===== config.mk =====
export PLATFORM = sky130hd
export DESIGN_NAME = windowed_low_hash_sketch
export DESIGN_NICKNAME = d
export VERILOG_FILES = /design/src/whs_pkg.sv /design/src/whs_ucode_rom.sv /design/src/whs_sequencer.sv /design/src/whs_datapath.sv /design/src/windowed_low_hash_sketch.sv
export SDC_FILE = /design/constraint.sdc
export NUM_CORES = 2
export LEC_CHECK = 0
export BUFFER_PORTS_ARGS = -buffer_cell sky130_fd_sc_hd__buf_2
export CAP_MARGIN = 40
export CORE_MARGIN = 5
export CORE_UTILIZATION = 50
export DETAILED_ROUTE_END_ITERATION = 10
export GPL_TIMING_DRIVEN = 0
export PLACE_DENSITY = 0.66
export SLEW_MARGIN = 0
export SYNTH_ARGS = -nofsm -noshare
export SYNTH_HDL_FRONTEND = slang
export SYNTH_HIERARCHICAL = 1
export SYNTH_SLANG_ARGS = --single-unit

===== constraint.sdc =====
create_clock -name clock -period 20 [get_ports clock]
set_input_delay 5 -clock clock [delete_from_list [all_inputs] [get_ports clock]]
set_output_delay 5 -clock clock [all_outputs]
set_load 0.005 [all_outputs]

===== src/whs_pkg.sv =====
`timescale 1ns / 1ps

package whs_pkg;

   localparam int DEF_MAX_WINDOW   = 16;
   localparam int DEF_KMER_ID_BITS = 32;

   localparam int KMER_ID_W = 32;
   localparam int HASH_W    = 64;
   localparam int BUCKET_W  = 31;
   localparam int WL_W      = 5;
   localparam int BB_W      = 5;
   localparam int CSR_IDX_W = 3;
   localparam int CSR_DAT_W = 64;

   localparam logic [CSR_IDX_W-1:0] CSR_WINDOW_LENGTH      = 3'd0;
   localparam logic [CSR_IDX_W-1:0] CSR_HASH_SEED          = 3'd1;
   localparam logic [CSR_IDX_W-1:0] CSR_LOW_HASH_THRESHOLD = 3'd2;
   localparam logic [CSR_IDX_W-1:0] CSR_BUCKET_BITS        = 3'd3;

   localparam logic [WL_W-1:0]   RST_WINDOW_LENGTH = 5'd4;
   localparam logic [HASH_W-1:0] RST_HASH_SEED     = 64'd0;
   localparam logic [HASH_W-1:0] RST_THRESHOLD     = 64'hFFFF_FFFF_FFFF_FFFF;
   localparam logic [BB_W-1:0]   RST_BUCKET_BITS   = 5'd20;

   // MurmurHash64A mixing constant, split for the 32x32 multiplier
   localparam logic [HASH_W-1:0] MM_MUL   = 64'hC6A4_A793_5BD1_E995;
   localparam logic [31:0]       MM_MUL_LO = MM_MUL[31:0];
   localparam logic [31:0]       MM_MUL_HI = MM_MUL[63:32];
   localparam int                MM_SHIFT = 47;

   // microprogram
   localparam int UPC_W = 5;
   localparam logic [UPC_W-1:0] UPC_PAIR_LOOP = 5'd5;
   localparam logic [UPC_W-1:0] UPC_ODD_CHECK = 5'd18;
   localparam logic [UPC_W-1:0] UPC_FINALISE  = 5'd24;

   typedef enum logic [3:0] {
      UOP_NOP,
      UOP_LDLEN,
      UOP_SEED,
      UOP_LDLO,
      UOP_LDHI,
      UOP_MUL0,
      UOP_MUL1,
      UOP_MUL2,
      UOP_SHK,
      UOP_XHK,
      UOP_SHH,
      UOP_DONE
   } uop_type;

   typedef enum logic {
      SRC_K,
      SRC_H
   } src_type;

   typedef enum logic [2:0] {
      COND_NEXT,
      COND_NO_PAIRS,
      COND_LOOP,
      COND_EVEN,
      COND_END
   } cond_type;

   typedef struct packed {
      uop_type          uop;
      src_type          src;
      cond_type         cond;
      logic [UPC_W-1:0] target;
   } ctrl_word_type;

   typedef struct packed {
      logic [KMER_ID_W-1:0] kmer_id;
      logic                 first_of_read;
      logic                 read_is_palindromic;
   } req_item_type;

   typedef struct packed {
      logic [HASH_W-1:0]   low_hash;
      logic [BUCKET_W-1:0] bucket_index;
   } rsp_item_type;

endpackage


===== src/whs_ucode_rom.sv =====
`timescale 1ns / 1ps

module whs_ucode_rom
   import whs_pkg::*;
(
   input  logic [UPC_W-1:0] addr,
   output ctrl_word_type    word
);

   always_comb begin
      word = '{uop: UOP_NOP, src: SRC_K, cond: COND_END, target: '0};
      unique case (addr)
         // initial value: h = seed ^ (len * 4 * m)
         5'd0:  word = '{uop: UOP_LDLEN, src: SRC_K, cond: COND_NEXT, target: '0};
         5'd1:  word = '{uop: UOP_MUL0,  src: SRC_K, cond: COND_NEXT, target: '0};
         5'd2:  word = '{uop: UOP_MUL1,  src: SRC_K, cond: COND_NEXT, target: '0};
         5'd3:  word = '{uop: UOP_MUL2,  src: SRC_K, cond: COND_NEXT, target: '0};
         5'd4:  word = '{uop: UOP_SEED,  src: SRC_K, cond: COND_NO_PAIRS,
                         target: UPC_ODD_CHECK};
         // one 64-bit block per pass
         5'd5:  word = '{uop: UOP_LDLO,  src: SRC_K, cond: COND_NEXT, target: '0};
         5'd6:  word = '{uop: UOP_LDHI,  src: SRC_K, cond: COND_NEXT, target: '0};
         5'd7:  word = '{uop: UOP_MUL0,  src: SRC_K, cond: COND_NEXT, target: '0};
         5'd8:  word = '{uop: UOP_MUL1,  src: SRC_K, cond: COND_NEXT, target: '0};
         5'd9:  word = '{uop: UOP_MUL2,  src: SRC_K, cond: COND_NEXT, target: '0};
         5'd10: word = '{uop: UOP_SHK,   src: SRC_K, cond: COND_NEXT, target: '0};
         5'd11: word = '{uop: UOP_MUL0,  src: SRC_K, cond: COND_NEXT, target: '0};
         5'd12: word = '{uop: UOP_MUL1,  src: SRC_K, cond: COND_NEXT, target: '0};
         5'd13: word = '{uop: UOP_MUL2,  src: SRC_K, cond: COND_NEXT, target: '0};
         5'd14: word = '{uop: UOP_XHK,   src: SRC_K, cond: COND_NEXT, target: '0};
         5'd15: word = '{uop: UOP_MUL0,  src: SRC_H, cond: COND_NEXT, target: '0};
         5'd16: word = '{uop: UOP_MUL1,  src: SRC_H, cond: COND_NEXT, target: '0};
         5'd17: word = '{uop: UOP_MUL2,  src: SRC_H, cond: COND_LOOP,
                         target: UPC_PAIR_LOOP};
         // trailing 4-byte tail
         5'd18: word = '{uop: UOP_NOP,   src: SRC_K, cond: COND_EVEN,
                         target: UPC_FINALISE};
         5'd19: word = '{uop: UOP_LDLO,  src: SRC_K, cond: COND_NEXT, target: '0};
         5'd20: word = '{uop: UOP_XHK,   src: SRC_K, cond: COND_NEXT, target: '0};
         5'd21: word = '{uop: UOP_MUL0,  src: SRC_H, cond: COND_NEXT, target: '0};
         5'd22: word = '{uop: UOP_MUL1,  src: SRC_H, cond: COND_NEXT, target: '0};
         5'd23: word = '{uop: UOP_MUL2,  src: SRC_H, cond: COND_NEXT, target: '0};
         // finaliser
         5'd24: word = '{uop: UOP_SHH,   src: SRC_H, cond: COND_NEXT, target: '0};
         5'd25: word = '{uop: UOP_MUL0,  src: SRC_H, cond: COND_NEXT, target: '0};
         5'd26: word = '{uop: UOP_MUL1,  src: SRC_H, cond: COND_NEXT, target: '0};
         5'd27: word = '{uop: UOP_MUL2,  src: SRC_H, cond: COND_NEXT, target: '0};
         5'd28: word = '{uop: UOP_SHH,   src: SRC_H, cond: COND_NEXT, target: '0};
         5'd29: word = '{uop: UOP_DONE,  src: SRC_H, cond: COND_END,  target: '0};
         default: word = '{uop: UOP_NOP, src: SRC_K, cond: COND_END, target: '0};
      endcase
   end

endmodule


===== src/whs_sequencer.sv =====
`timescale 1ns / 1ps

module whs_sequencer
   import whs_pkg::*;
#(
   parameter int MAX_WINDOW = DEF_MAX_WINDOW,
   localparam int CNT_W = $clog2(MAX_WINDOW + 1),
   localparam int LEN_W = (CNT_W > WL_W) ? CNT_W : WL_W
)(
   input  logic             clock,
   input  logic             reset,
   input  logic             start,
   input  logic             stall,
   input  logic [LEN_W-1:0] eff_len,
   output ctrl_word_type    ctrl,
   output logic             busy,
   output logic             step_en
);

   logic [UPC_W-1:0] upc_ff, upc_in;
   logic             busy_ff, busy_in;
   logic [LEN_W-1:0] cnt_ff, cnt_in;

   whs_ucode_rom u_rom (
      .addr (upc_ff),
      .word (ctrl)
   );

   assign busy    = busy_ff;
   assign step_en = busy_ff && !stall;

   always_comb begin
      upc_in  = upc_ff;
      busy_in = busy_ff;
      cnt_in  = cnt_ff;
      if (start) begin
         upc_in  = '0;
         busy_in = 1'b1;
      end else if (step_en) begin
         upc_in = upc_ff + 1'b1;
         if (ctrl.uop == UOP_SEED) begin
            cnt_in = eff_len >> 1;
         end
         case (ctrl.cond)
            COND_NO_PAIRS: begin
               if (eff_len < LEN_W'(2)) upc_in = ctrl.target;
            end
            COND_LOOP: begin
               cnt_in = cnt_ff - 1'b1;
               if (cnt_ff != LEN_W'(1)) upc_in = ctrl.target;
            end
            COND_EVEN: begin
               if (!eff_len[0]) upc_in = ctrl.target;
            end
            COND_END: begin
               busy_in = 1'b0;
               upc_in  = '0;
            end
            default: ;
         endcase
      end
   end

   always_ff @(posedge clock) begin
      if (reset) begin
         upc_ff  <= '0;
         busy_ff <= 1'b0;
         cnt_ff  <= '0;
      end else begin
         upc_ff  <= upc_in;
         busy_ff <= busy_in;
         cnt_ff  <= cnt_in;
      end
   end

endmodule


===== src/whs_datapath.sv =====
`timescale 1ns / 1ps

module whs_datapath
   import whs_pkg::*;
#(
   parameter int MAX_WINDOW   = DEF_MAX_WINDOW,
   parameter int KMER_ID_BITS = DEF_KMER_ID_BITS,
   localparam int CNT_W = $clog2(MAX_WINDOW + 1),
   localparam int LEN_W = (CNT_W > WL_W) ? CNT_W : WL_W,
   localparam int IDX_W = (MAX_WINDOW > 1) ? $clog2(MAX_WINDOW) : 1
)(
   input  logic                 clock,
   input  logic                 shift_en,
   input  logic [KMER_ID_W-1:0] kmer_id,
   input  logic                 step_en,
   input  ctrl_word_type        ctrl,
   input  logic [LEN_W-1:0]     eff_len,
   input  logic [HASH_W-1:0]    hash_seed,
   output logic [HASH_W-1:0]    hash
);

   logic [KMER_ID_BITS-1:0] win_ff [MAX_WINDOW];
   logic [KMER_ID_BITS-1:0] win_in [MAX_WINDOW];
   logic [IDX_W-1:0]        ptr_ff, ptr_in;
   logic [HASH_W-1:0]       k_ff, k_in;
   logic [HASH_W-1:0]       h_ff, h_in;
   logic [HASH_W-1:0]       acc_ff, acc_in;

   logic [HASH_W-1:0] mul_x;
   logic [31:0]       mul_a, mul_b;
   logic [63:0]       prod;
   logic [HASH_W-1:0] prod_hi_sum;
   logic [31:0]       rd_id;
   logic [LEN_W-1:0]  base;

   assign hash = h_ff;

   // newest id at the top of the window
   always_comb begin
      for (int i = 0; i < MAX_WINDOW - 1; i++) begin
         win_in[i] = shift_en ? win_ff[i + 1] : win_ff[i];
      end
      win_in[MAX_WINDOW - 1] = shift_en ? kmer_id[KMER_ID_BITS-1:0]
                                        : win_ff[MAX_WINDOW - 1];
   end

   assign rd_id = 32'(win_ff[ptr_ff]);
   assign base  = LEN_W'(MAX_WINDOW) - eff_len;

   // shared 32x32 multiplier: lo*lo, then the two cross terms into the upper word
   assign mul_x       = (ctrl.src == SRC_H) ? h_ff : k_ff;
   assign mul_a       = (ctrl.uop == UOP_MUL2) ? mul_x[63:32] : mul_x[31:0];
   assign mul_b       = (ctrl.uop == UOP_MUL1) ? MM_MUL_HI : MM_MUL_LO;
   assign prod        = mul_a * mul_b;
   assign prod_hi_sum = acc_ff + {prod[31:0], 32'b0};

   always_comb begin
      ptr_in = ptr_ff;
      k_in   = k_ff;
      h_in   = h_ff;
      acc_in = acc_ff;
      if (step_en) begin
         case (ctrl.uop)
            UOP_LDLEN: k_in = HASH_W'(eff_len) << 2;
            UOP_SEED: begin
               h_in   = hash_seed ^ k_ff;
               ptr_in = base[IDX_W-1:0];
            end
            UOP_LDLO: begin
               k_in   = {32'b0, rd_id};
               ptr_in = ptr_ff + 1'b1;
            end
            UOP_LDHI: begin
               k_in[63:32] = rd_id;
               ptr_in      = ptr_ff + 1'b1;
            end
            UOP_MUL0: acc_in = prod;
            UOP_MUL1: acc_in = prod_hi_sum;
            UOP_MUL2: begin
               if (ctrl.src == SRC_H) h_in = prod_hi_sum;
               else                   k_in = prod_hi_sum;
            end
            UOP_SHK: k_in = k_ff ^ (k_ff >> MM_SHIFT);
            UOP_XHK: h_in = h_ff ^ k_ff;
            UOP_SHH: h_in = h_ff ^ (h_ff >> MM_SHIFT);
            default: ;
         endcase
      end
   end

   always_ff @(posedge clock) begin
      win_ff <= win_in;
      ptr_ff <= ptr_in;
      k_ff   <= k_in;
      h_ff   <= h_in;
      acc_ff <= acc_in;
   end

endmodule


===== src/windowed_low_hash_sketch.sv =====
`timescale 1ns / 1ps

// Windowed low-hash sketch.
// Ids arrive on the req_ channel, one id per beat; first_of_read starts a
// new read and empties the window. Once the current read has window_length ids,
// each beat hashes the last window_length ids (MurmurHash64A, 4 bytes per id)
// and, if the hash is below low_hash_threshold, one beat on the rsp_ channel
// carries the hash and its bucket index. Palindromic beats and short reads give
// nothing. Registers are written on the csr_ channel (always ready); the user
// must write them only while idle, since the block itself does not enforce it.
// A beat that needs no hash leaves the block ready. A hashed beat holds off
// req_ready until its microprogram ends; the single 32x32 multiplier, three
// passes per 64-bit product, sets the length of that microprogram.
// The result is registered: rsp_valid rises the cycle after the last microstep.
// If the receiver stalls, the finished result is held and the next beat is
// still taken; its hashing halts only at the last step while the earlier
// result waits. Reset restores register defaults and empties the window.
module windowed_low_hash_sketch
   import whs_pkg::*;
#(
   parameter int MAX_WINDOW   = DEF_MAX_WINDOW,
   parameter int KMER_ID_BITS = DEF_KMER_ID_BITS
)(
   input  logic                 clock,
   input  logic                 reset,

   input  logic                 req_valid,
   output logic                 req_ready,
   input  req_item_type         req_data,

   output logic                 rsp_valid,
   input  logic                 rsp_ready,
   output rsp_item_type         rsp_data,

   input  logic                 csr_valid,
   output logic                 csr_ready,
   input  logic [CSR_IDX_W-1:0] csr_index,
   input  logic [CSR_DAT_W-1:0] csr_data
);

   localparam int CNT_W = $clog2(MAX_WINDOW + 1);
   localparam int LEN_W = (CNT_W > WL_W) ? CNT_W : WL_W;

   logic [WL_W-1:0]   window_length_ff;
   logic [HASH_W-1:0] hash_seed_ff;
   logic [HASH_W-1:0] threshold_ff;
   logic [BB_W-1:0]   bucket_bits_ff;

   logic [CNT_W-1:0]  fill_ff, fill_in;
   logic              rsp_valid_ff, rsp_valid_in;
   rsp_item_type      rsp_data_ff, rsp_data_in;

   logic              req_beat, csr_beat;
   logic [LEN_W-1:0]  wl_ext, eff_len;
   logic              start, stall, busy, step_en, hash_low, done_step;
   ctrl_word_type     ctrl;
   logic [HASH_W-1:0] hash;
   logic [31:0]       bucket_mask;

   assign csr_ready = 1'b1;
   assign csr_beat  = csr_valid && csr_ready;
   assign req_ready = !busy;
   assign req_beat  = req_valid && req_ready;
   assign rsp_valid = rsp_valid_ff;
   assign rsp_data  = rsp_data_ff;

   always_ff @(posedge clock) begin
      if (reset) begin
         window_length_ff <= RST_WINDOW_LENGTH;
         hash_seed_ff     <= RST_HASH_SEED;
         threshold_ff     <= RST_THRESHOLD;
         bucket_bits_ff   <= RST_BUCKET_BITS;
      end else if (csr_beat) begin
         case (csr_index)
            CSR_WINDOW_LENGTH:      window_length_ff <= csr_data[WL_W-1:0];
            CSR_HASH_SEED:          hash_seed_ff     <= csr_data;
            CSR_LOW_HASH_THRESHOLD: threshold_ff     <= csr_data;
            CSR_BUCKET_BITS:        bucket_bits_ff   <= csr_data[BB_W-1:0];
            default: ;
         endcase
      end
   end

   // clamp the window length to 1..MAX_WINDOW
   assign wl_ext = LEN_W'(window_length_ff);
   always_comb begin
      eff_len = wl_ext;
      if (wl_ext == '0)                     eff_len = LEN_W'(1);
      else if (wl_ext > LEN_W'(MAX_WINDOW)) eff_len = LEN_W'(MAX_WINDOW);
   end

   always_comb begin
      fill_in = fill_ff;
      if (req_beat) begin
         if (req_data.first_of_read)              fill_in = CNT_W'(1);
         else if (fill_ff != CNT_W'(MAX_WINDOW))  fill_in = fill_ff + 1'b1;
      end
   end

   assign start = req_beat && !req_data.read_is_palindromic
                  && (LEN_W'(fill_in) >= eff_len);

   assign hash_low  = hash < threshold_ff;
   assign done_step = busy && (ctrl.uop == UOP_DONE);
   // hold the last step while an earlier result still waits
   assign stall     = done_step && hash_low && rsp_valid_ff && !rsp_ready;

   whs_sequencer #(
      .MAX_WINDOW (MAX_WINDOW)
   ) u_seq (
      .clock   (clock),
      .reset   (reset),
      .start   (start),
      .stall   (stall),
      .eff_len (eff_len),
      .ctrl    (ctrl),
      .busy    (busy),
      .step_en (step_en)
   );

   whs_datapath #(
      .MAX_WINDOW   (MAX_WINDOW),
      .KMER_ID_BITS (KMER_ID_BITS)
   ) u_dp (
      .clock     (clock),
      .shift_en  (req_beat),
      .kmer_id   (req_data.kmer_id),
      .step_en   (step_en),
      .ctrl      (ctrl),
      .eff_len   (eff_len),
      .hash_seed (hash_seed_ff),
      .hash      (hash)
   );

   assign bucket_mask = (32'd1 << bucket_bits_ff) - 32'd1;

   always_comb begin
      rsp_valid_in = rsp_valid_ff;
      rsp_data_in  = rsp_data_ff;
      if (rsp_valid_ff && rsp_ready) begin
         rsp_valid_in = 1'b0;
      end
      if (done_step && step_en && hash_low) begin
         rsp_valid_in              = 1'b1;
         rsp_data_in.low_hash     = hash;
         rsp_data_in.bucket_index = hash[BUCKET_W-1:0] & bucket_mask[BUCKET_W-1:0];
      end
   end

   always_ff @(posedge clock) begin
      if (reset) begin
         fill_ff      <= '0;
         rsp_valid_ff <= 1'b0;
      end else begin
         fill_ff      <= fill_in;
         rsp_valid_ff <= rsp_valid_in;
      end
   end

   always_ff @(posedge clock) begin
      rsp_data_ff <= rsp_data_in;
   end

endmodule

# == Yosys cells after proc, flatten, opt, wreduce, memory -nomap -nowiden ==
# Memories as Yosys holds them, arrays and structs flattened. A register that Yosys moved wholly into a read port is not among the register bits.
# Cells that the tools add are included.
# W data, S select, Z words.
# word_totals
reg_bits,958
romBits,416
input_bits,106
out_inout_bits,98
wordCells,147
memories,1
# mem_list
memory,words,width,rd,rd_clocked_by_memory_dff,wr,line,rtl
(no name shown),32,13,1,1,0,whs_ucode_rom.sv:12,unique case (addr)
# op_classes
addsub,7
mul,1
order_cmp,5
eq_ne,22
shift,1
n_mux,31
n_bitwise,7
n_reduce_logical,40
# ops
cell,n
$pmux W32 S4,2
$pmux W64 S4,1
$mux W64,3
$bmux W32 S4,1
$mux W32,4
$pmux W64 S2,1
$xor A64 B17 Y64,2
$xor A64 B64 Y64,2
$add A64 B64 Y64,1
$lt A64 B64 Y1,1
$mul A32 B32 Y64,1
$mux W5,12
$and A31 B31 Y31,1
$shl A1 B5 Y31 const A,1
$sub A31 B1 Y31 const B,1
$pmux W5 S4,1
$eq A4 B3 Y1 const B,4
$eq A4 B4 Y1 const B,4
$reduce_and A2 Y1,7
$eq A3 B2 Y1 const B,4
$reduce_and A3 Y1,4
$reduce_bool A2 Y1,6
$reduce_bool A4 Y1,3
$logic_and A1 B1 Y1,11
other kinds (23),36

# == Logic depth before layout (Yosys ltp) ==
# depth
ltp_word,10
mapped_depth,48
depth_no_buf,44

# == By module ==
# The synthesis kept the hierarchy.
# by_module_without_submodules
mod,n_inst,cells_each,area_per_inst_um2,seq_area_each_um2
whs_datapath,1,4251,55270.5,21260.4
windowed_low_hash_sketch,1,1045,10322.4,5735.5
whs_sequencer,1,87,730.7,220.2
whs_ucode_rom,1,54,379.1,0.0

# == Worst setup path after synthesis ==
# Ideal clock, no wire load.
# synth_timing
path_type,input port to flip-flop
startpoint,in req_valid
endpoint,reg u_seq.cnt_ff[0]
arrival_time_ns,17.774
required_ns,19.930
slack_ns,2.156
path_stages,15
n_path_buf,0
path_cell_list,nand2_1 > inv_1 > o21ai_0 > nand2_1 > o21ai_0 > ha_1 > nor2b_1 > o21ai_0 > nand2b_1 > a21oi_1 > nor3_1 > inv_1 > o211ai_2 > or3_1 > a21oi_1
# synth_via
elab_chain_cells,6
word_cells_on_any_way,7
# synth_rtl
element,line,rtl
start: declaration,windowed_low_hash_sketch.sv:27,"input logic req_valid,"
$logic_and A1 B1 Y1,windowed_low_hash_sketch.sv:63,assign req_beat = req_valid && req_ready;
net req_beat,windowed_low_hash_sketch.sv:53,"logic req_beat, csr_beat;"
$mux W5,windowed_low_hash_sketch.sv:94,if (req_beat) begin
net fill_in[2],windowed_low_hash_sketch.sv:49,"logic [CNT_W-1:0] fill_ff, fill_in;"
$ge A5 B5 Y1,windowed_low_hash_sketch.sv:101,&& (LEN_W'(fill_in) >= eff_len);
$logic_and A1 B1 Y1,windowed_low_hash_sketch.sv:101,
net start,windowed_low_hash_sketch.sv:55,"logic start, stall, busy, step_en, hash_low, done_step;"
$not A1 Y1 (no source line),n/a,
$reduce_and A3 Y1 (no source line),n/a,
end signal: assignment,whs_sequencer.sv:72,cnt_ff <= cnt_in;
end: declaration,whs_sequencer.sv:22,"logic [LEN_W-1:0] cnt_ff, cnt_in;"
# The timed path passes the listed nets, and every way through them passes these cells.
# A chain may end at the register's enable or synchronous reset.

==> flow_metrics.env <==
export IMPL_worstSkewPairLatency_ps=700
export IMPL_crit_family="adder cells"
export IMPL_ff2ff_path_depth=42
export IMPL_area_growth_pct=10.8
export IMPL_dp_hpwl_um=158000
export IMPL_cts_sinks=958
export IMPL_syn_inst=5437
export IMPL_holdCritPathClass="register to register"
export IMPL_drc_errors=0
export IMPL_drive_gt1_frac=0.115
export IMPL_dpl_cell_area_mm2=0.0707
export IMPL_fin_skew_ps=29.3
export IMPL_worstMarginPinSlew_ps=954
export IMPL_min_delay_start="u_dp/win_ff[306]$_DFFE_PP_"
export IMPL_wirelength_um=195000
export IMPL_die_h_um=375
export IMPL_synth_area_mm2=0.0667
export IMPL_core_mm2=0.133
export IMPL_grt_pass1_vias=44370
export IMPL_ys_dominant_reg_cell="edfxtp_1"
export IMPL_drv_cap=0
export IMPL_hold_depth=0
export IMPL_fin_area_mm2=0.0739
export IMPL_post_cts_buffers=0
export IMPL_ys_types=102
export IMPL_r2r_start="u_seq/upc_ff[1]$_SDFFE_PP0P_"
export IMPL_num_io_pins=204
export IMPL_postSynthAreaPerCell_um2=12.3
export IMPL_cts_resized=0
export IMPL_ys_ff_latch=958
export IMPL_slew_viol_final=0
export IMPL_hold_path_end="u_dp/win_ff[338]$_DFFE_PP_"
export IMPL_crit_type="register to register"
export IMPL_ant_nets=0
export IMPL_holdBufCountCts=0
export IMPL_max_clock_path_buffers=3
export IMPL_place_congestion=1.02
export IMPL_nFillCells=11107
export IMPL_die_w_um=375
export IMPL_synth_edf_count=803
export IMPL_r2r_end="u_dp/k_ff[63]$_DFFE_PP_"
export IMPL_reg2reg_slack_ps=6090
export IMPL_rsz0062_at_grt="false"
export IMPL_period_minus_slack_ps=13910
export IMPL_path_buf_inv=8
export IMPL_grt_max_degree=130
export IMPL_die_area_mm2=0.141
export IMPL_cpPeakStageDelay_ps=790
export IMPL_setup_violations=0
export IMPL_cp_slowest_cell="mux4_2"
export IMPL_cp_start_kind="register"
export IMPL_first_pass_iters=5
export IMPL_outcome="finished clean"
export IMPL_ys_seq_area_frac=0.408
export IMPL_wire_per_inst_um=25.6
export IMPL_cts_clk_slew_worst_paths_ps=60
export IMPL_grt_usage=0.276
export IMPL_grt_pass1_wl_um=288000
export IMPL_port_buffers=202
export IMPL_cp_max_fo=10
export IMPL_hold_viol_final=0
export IMPL_grt_remaining_overflow=0
export IMPL_viasPerCell=5.76
export IMPL_period_share=0.696
export IMPL_worstSetupEndpointType="register"
export IMPL_initial_core_util=0.502
export IMPL_rows=134
export IMPL_cts_root_buf="clkbuf_16"
export IMPL_yosys_warnings=6
export IMPL_relSlewSlack=0.364
export IMPL_cts_tree="yes"
export IMPL_crit_arrival_ps=14310
export IMPL_async_flop_share=0
export IMPL_vias=43980
export IMPL_cts_buffers=92
export IMPL_drt_iter0_markers=4366
export IMPL_cp_data_required_time_ps=20400
export IMPL_max_freq_ghz=0.0719
export IMPL_h_tree_depth=3
export IMPL_antenna_found_initial=4
export IMPL_num_nets_final=7029
## worst max-delay path by stage
stage	from	end	cells past startpoint
floorplan	req_valid	u_seq/cnt_ff[0]$_SDFFE_PP0P_	15
global placement	req_valid	u_seq/cnt_ff[4]$_SDFFE_PP0P_	16
detailed placement	u_seq/upc_ff[1]$_SDFFE_PP0P_	u_dp/k_ff[63]$_DFFE_PP_	43
CTS	u_seq/upc_ff[1]$_SDFFE_PP0P_	u_dp/k_ff[63]$_DFFE_PP_	43
global route	u_seq/upc_ff[1]$_SDFFE_PP0P_	u_dp/k_ff[63]$_DFFE_PP_	42
finish	u_seq/upc_ff[1]$_SDFFE_PP0P_	u_dp/k_ff[63]$_DFFE_PP_	42
## cells in the mapped netlist (all sizes together) (19+ instances only)
master / n / share of area
and2: 49 / 0.0046
clkbuf: 177 / 0.010
mux4: 194 / 0.066
edfxtp: 803 / 0.36
nor2: 208 / 0.012
o21ai: 165 / 0.013
xor2: 104 / 0.014
nor3: 31 / 0.0026
nand3: 38 / 0.0029
and3: 26 / 0.0024
a21o: 49 / 0.0055
o221ai: 19 / 0.0025
o22ai: 20 / 0.0019
nand2: 501 / 0.028
dfxtp: 155 / 0.047
a31oi: 26 / 0.0028
a211o: 69 / 0.0091
xnor2: 129 / 0.017
or2: 19 / 0.0018
ha: 515 / 0.097
a21oi: 262 / 0.020
nand4: 29 / 0.0029
nand2b: 25 / 0.0025
buf: 48 / 0.0035
inv: 864 / 0.049
fa: 616 / 0.18
mux2i: 86 / 0.013
nor2b: 43 / 0.0041
## area by class of cell
cell class,instances,area (µm²),area share
tap,1768,2210,0.0299
inverter,864,3250,0.0440
clock inverter,47,734,0.00994
antenna,3,7.51,0.000102
multi-input combinational,3394,35400,0.479
timing repair buffer,257,1790,0.0242
clock buffer,117,2430,0.0328
buffer,225,896,0.0121
sequential,958,27200,0.368
## placed cells by master (no fill, tap or decap), types with 19 or more instances in the layout
| cell | Yosys | routed |
|---|---|---|
| mux4_2 | 194 | 194 |
| nor3_1 | 27 | 27 |
| a31oi_1 | 24 | 24 |
| buf_6 | 0 | 24 |
| ha_1 | 515 | 515 |
| a21o_1 | 49 | 49 |
| xnor2_1 | 129 | 129 |
| clkbuf_16 | 0 | 92 |
| mux2i_1 | 86 | 86 |
| fa_1 | 616 | 616 |
| nand2_1 | 501 | 501 |
| and3_1 | 26 | 26 |
| nand4_1 | 28 | 28 |
| xor2_1 | 104 | 104 |
| o22ai_1 | 20 | 20 |
| o21ai_0 | 135 | 135 |
| buf_1 | 21 | 21 |
| nand2b_1 | 24 | 24 |
| clkbuf_1 | 177 | 199 |
| edfxtp_1 | 803 | 803 |
| inv_1 | 862 | 860 |
| a211o_1 | 69 | 69 |
| o21ai_1 | 27 | 27 |
| buf_2 | 20 | 224 |
| dfxtp_1 | 155 | 155 |
| and2_1 | 47 | 46 |
| a21oi_1 | 258 | 257 |
| nand3_1 | 37 | 37 |
| nor2b_1 | 42 | 42 |
| o221ai_1 | 19 | 19 |
| nor2_1 | 206 | 205 |
## sequential cells by signal (all words and copies together), names as in the netlist, 4 cells and up
name and count:
u_dp/win_ff 512, rsp_data 95, hash_seed_ff 64, threshold_ff 64
u_dp/acc_ff 64, u_dp/hash 64, u_dp/k_ff 64, bucket_bits_ff 5
fill_ff 5, u_seq/cnt_ff 5, u_seq/upc_ff 5, window_length_ff 5
u_dp/ptr_ff 4
## through the flow
stage	utilization	setup slack (ps)	std cells	hold WS, ps	TNS (ps)
3_3_place_gp	0.526	-1540	7411	422	-14890
3_5_place_dp	0.532	6440	7463	428	0
6_report	0.556	6090	7633	430	0
5_1_grt	0.556	5480	7630	445	0
2_1_floorplan	-	2160	5441	421	0
4_1_cts	0.556	6410	7627	431	0
## cell families (layout without fill, tap and decap cells)
group | after synthesis | in the layout | share of synthesized area
multiplexers | 281 | 281 | 0.0786
other | 3 | 10 | 0.000169
XOR/XNOR | 233 | 233 | 0.0306
buffers and inverters | 1089 | 1510 | 0.0621
adder cells (fa/ha/maj) | 1131 | 1131 | 0.281
AND/OR/NAND/NOR | 1024 | 1024 | 0.0709
AO/OA/AOI/OAI | 718 | 718 | 0.0682
flip-flops | 958 | 958 | 0.408
## layer usage
metal  share of wire  GRT usage  wire length (µm)
met2            0.45      0.422             87400
met1            0.41      0.385             80400
met4           0.050      0.114              9690
met3           0.091     0.0588             17800
met5        0.000077          0                15
Power is left out: the tool's default activity adds up to more than one toggle a clock period on the data nets, which glitch-free logic cannot reach.
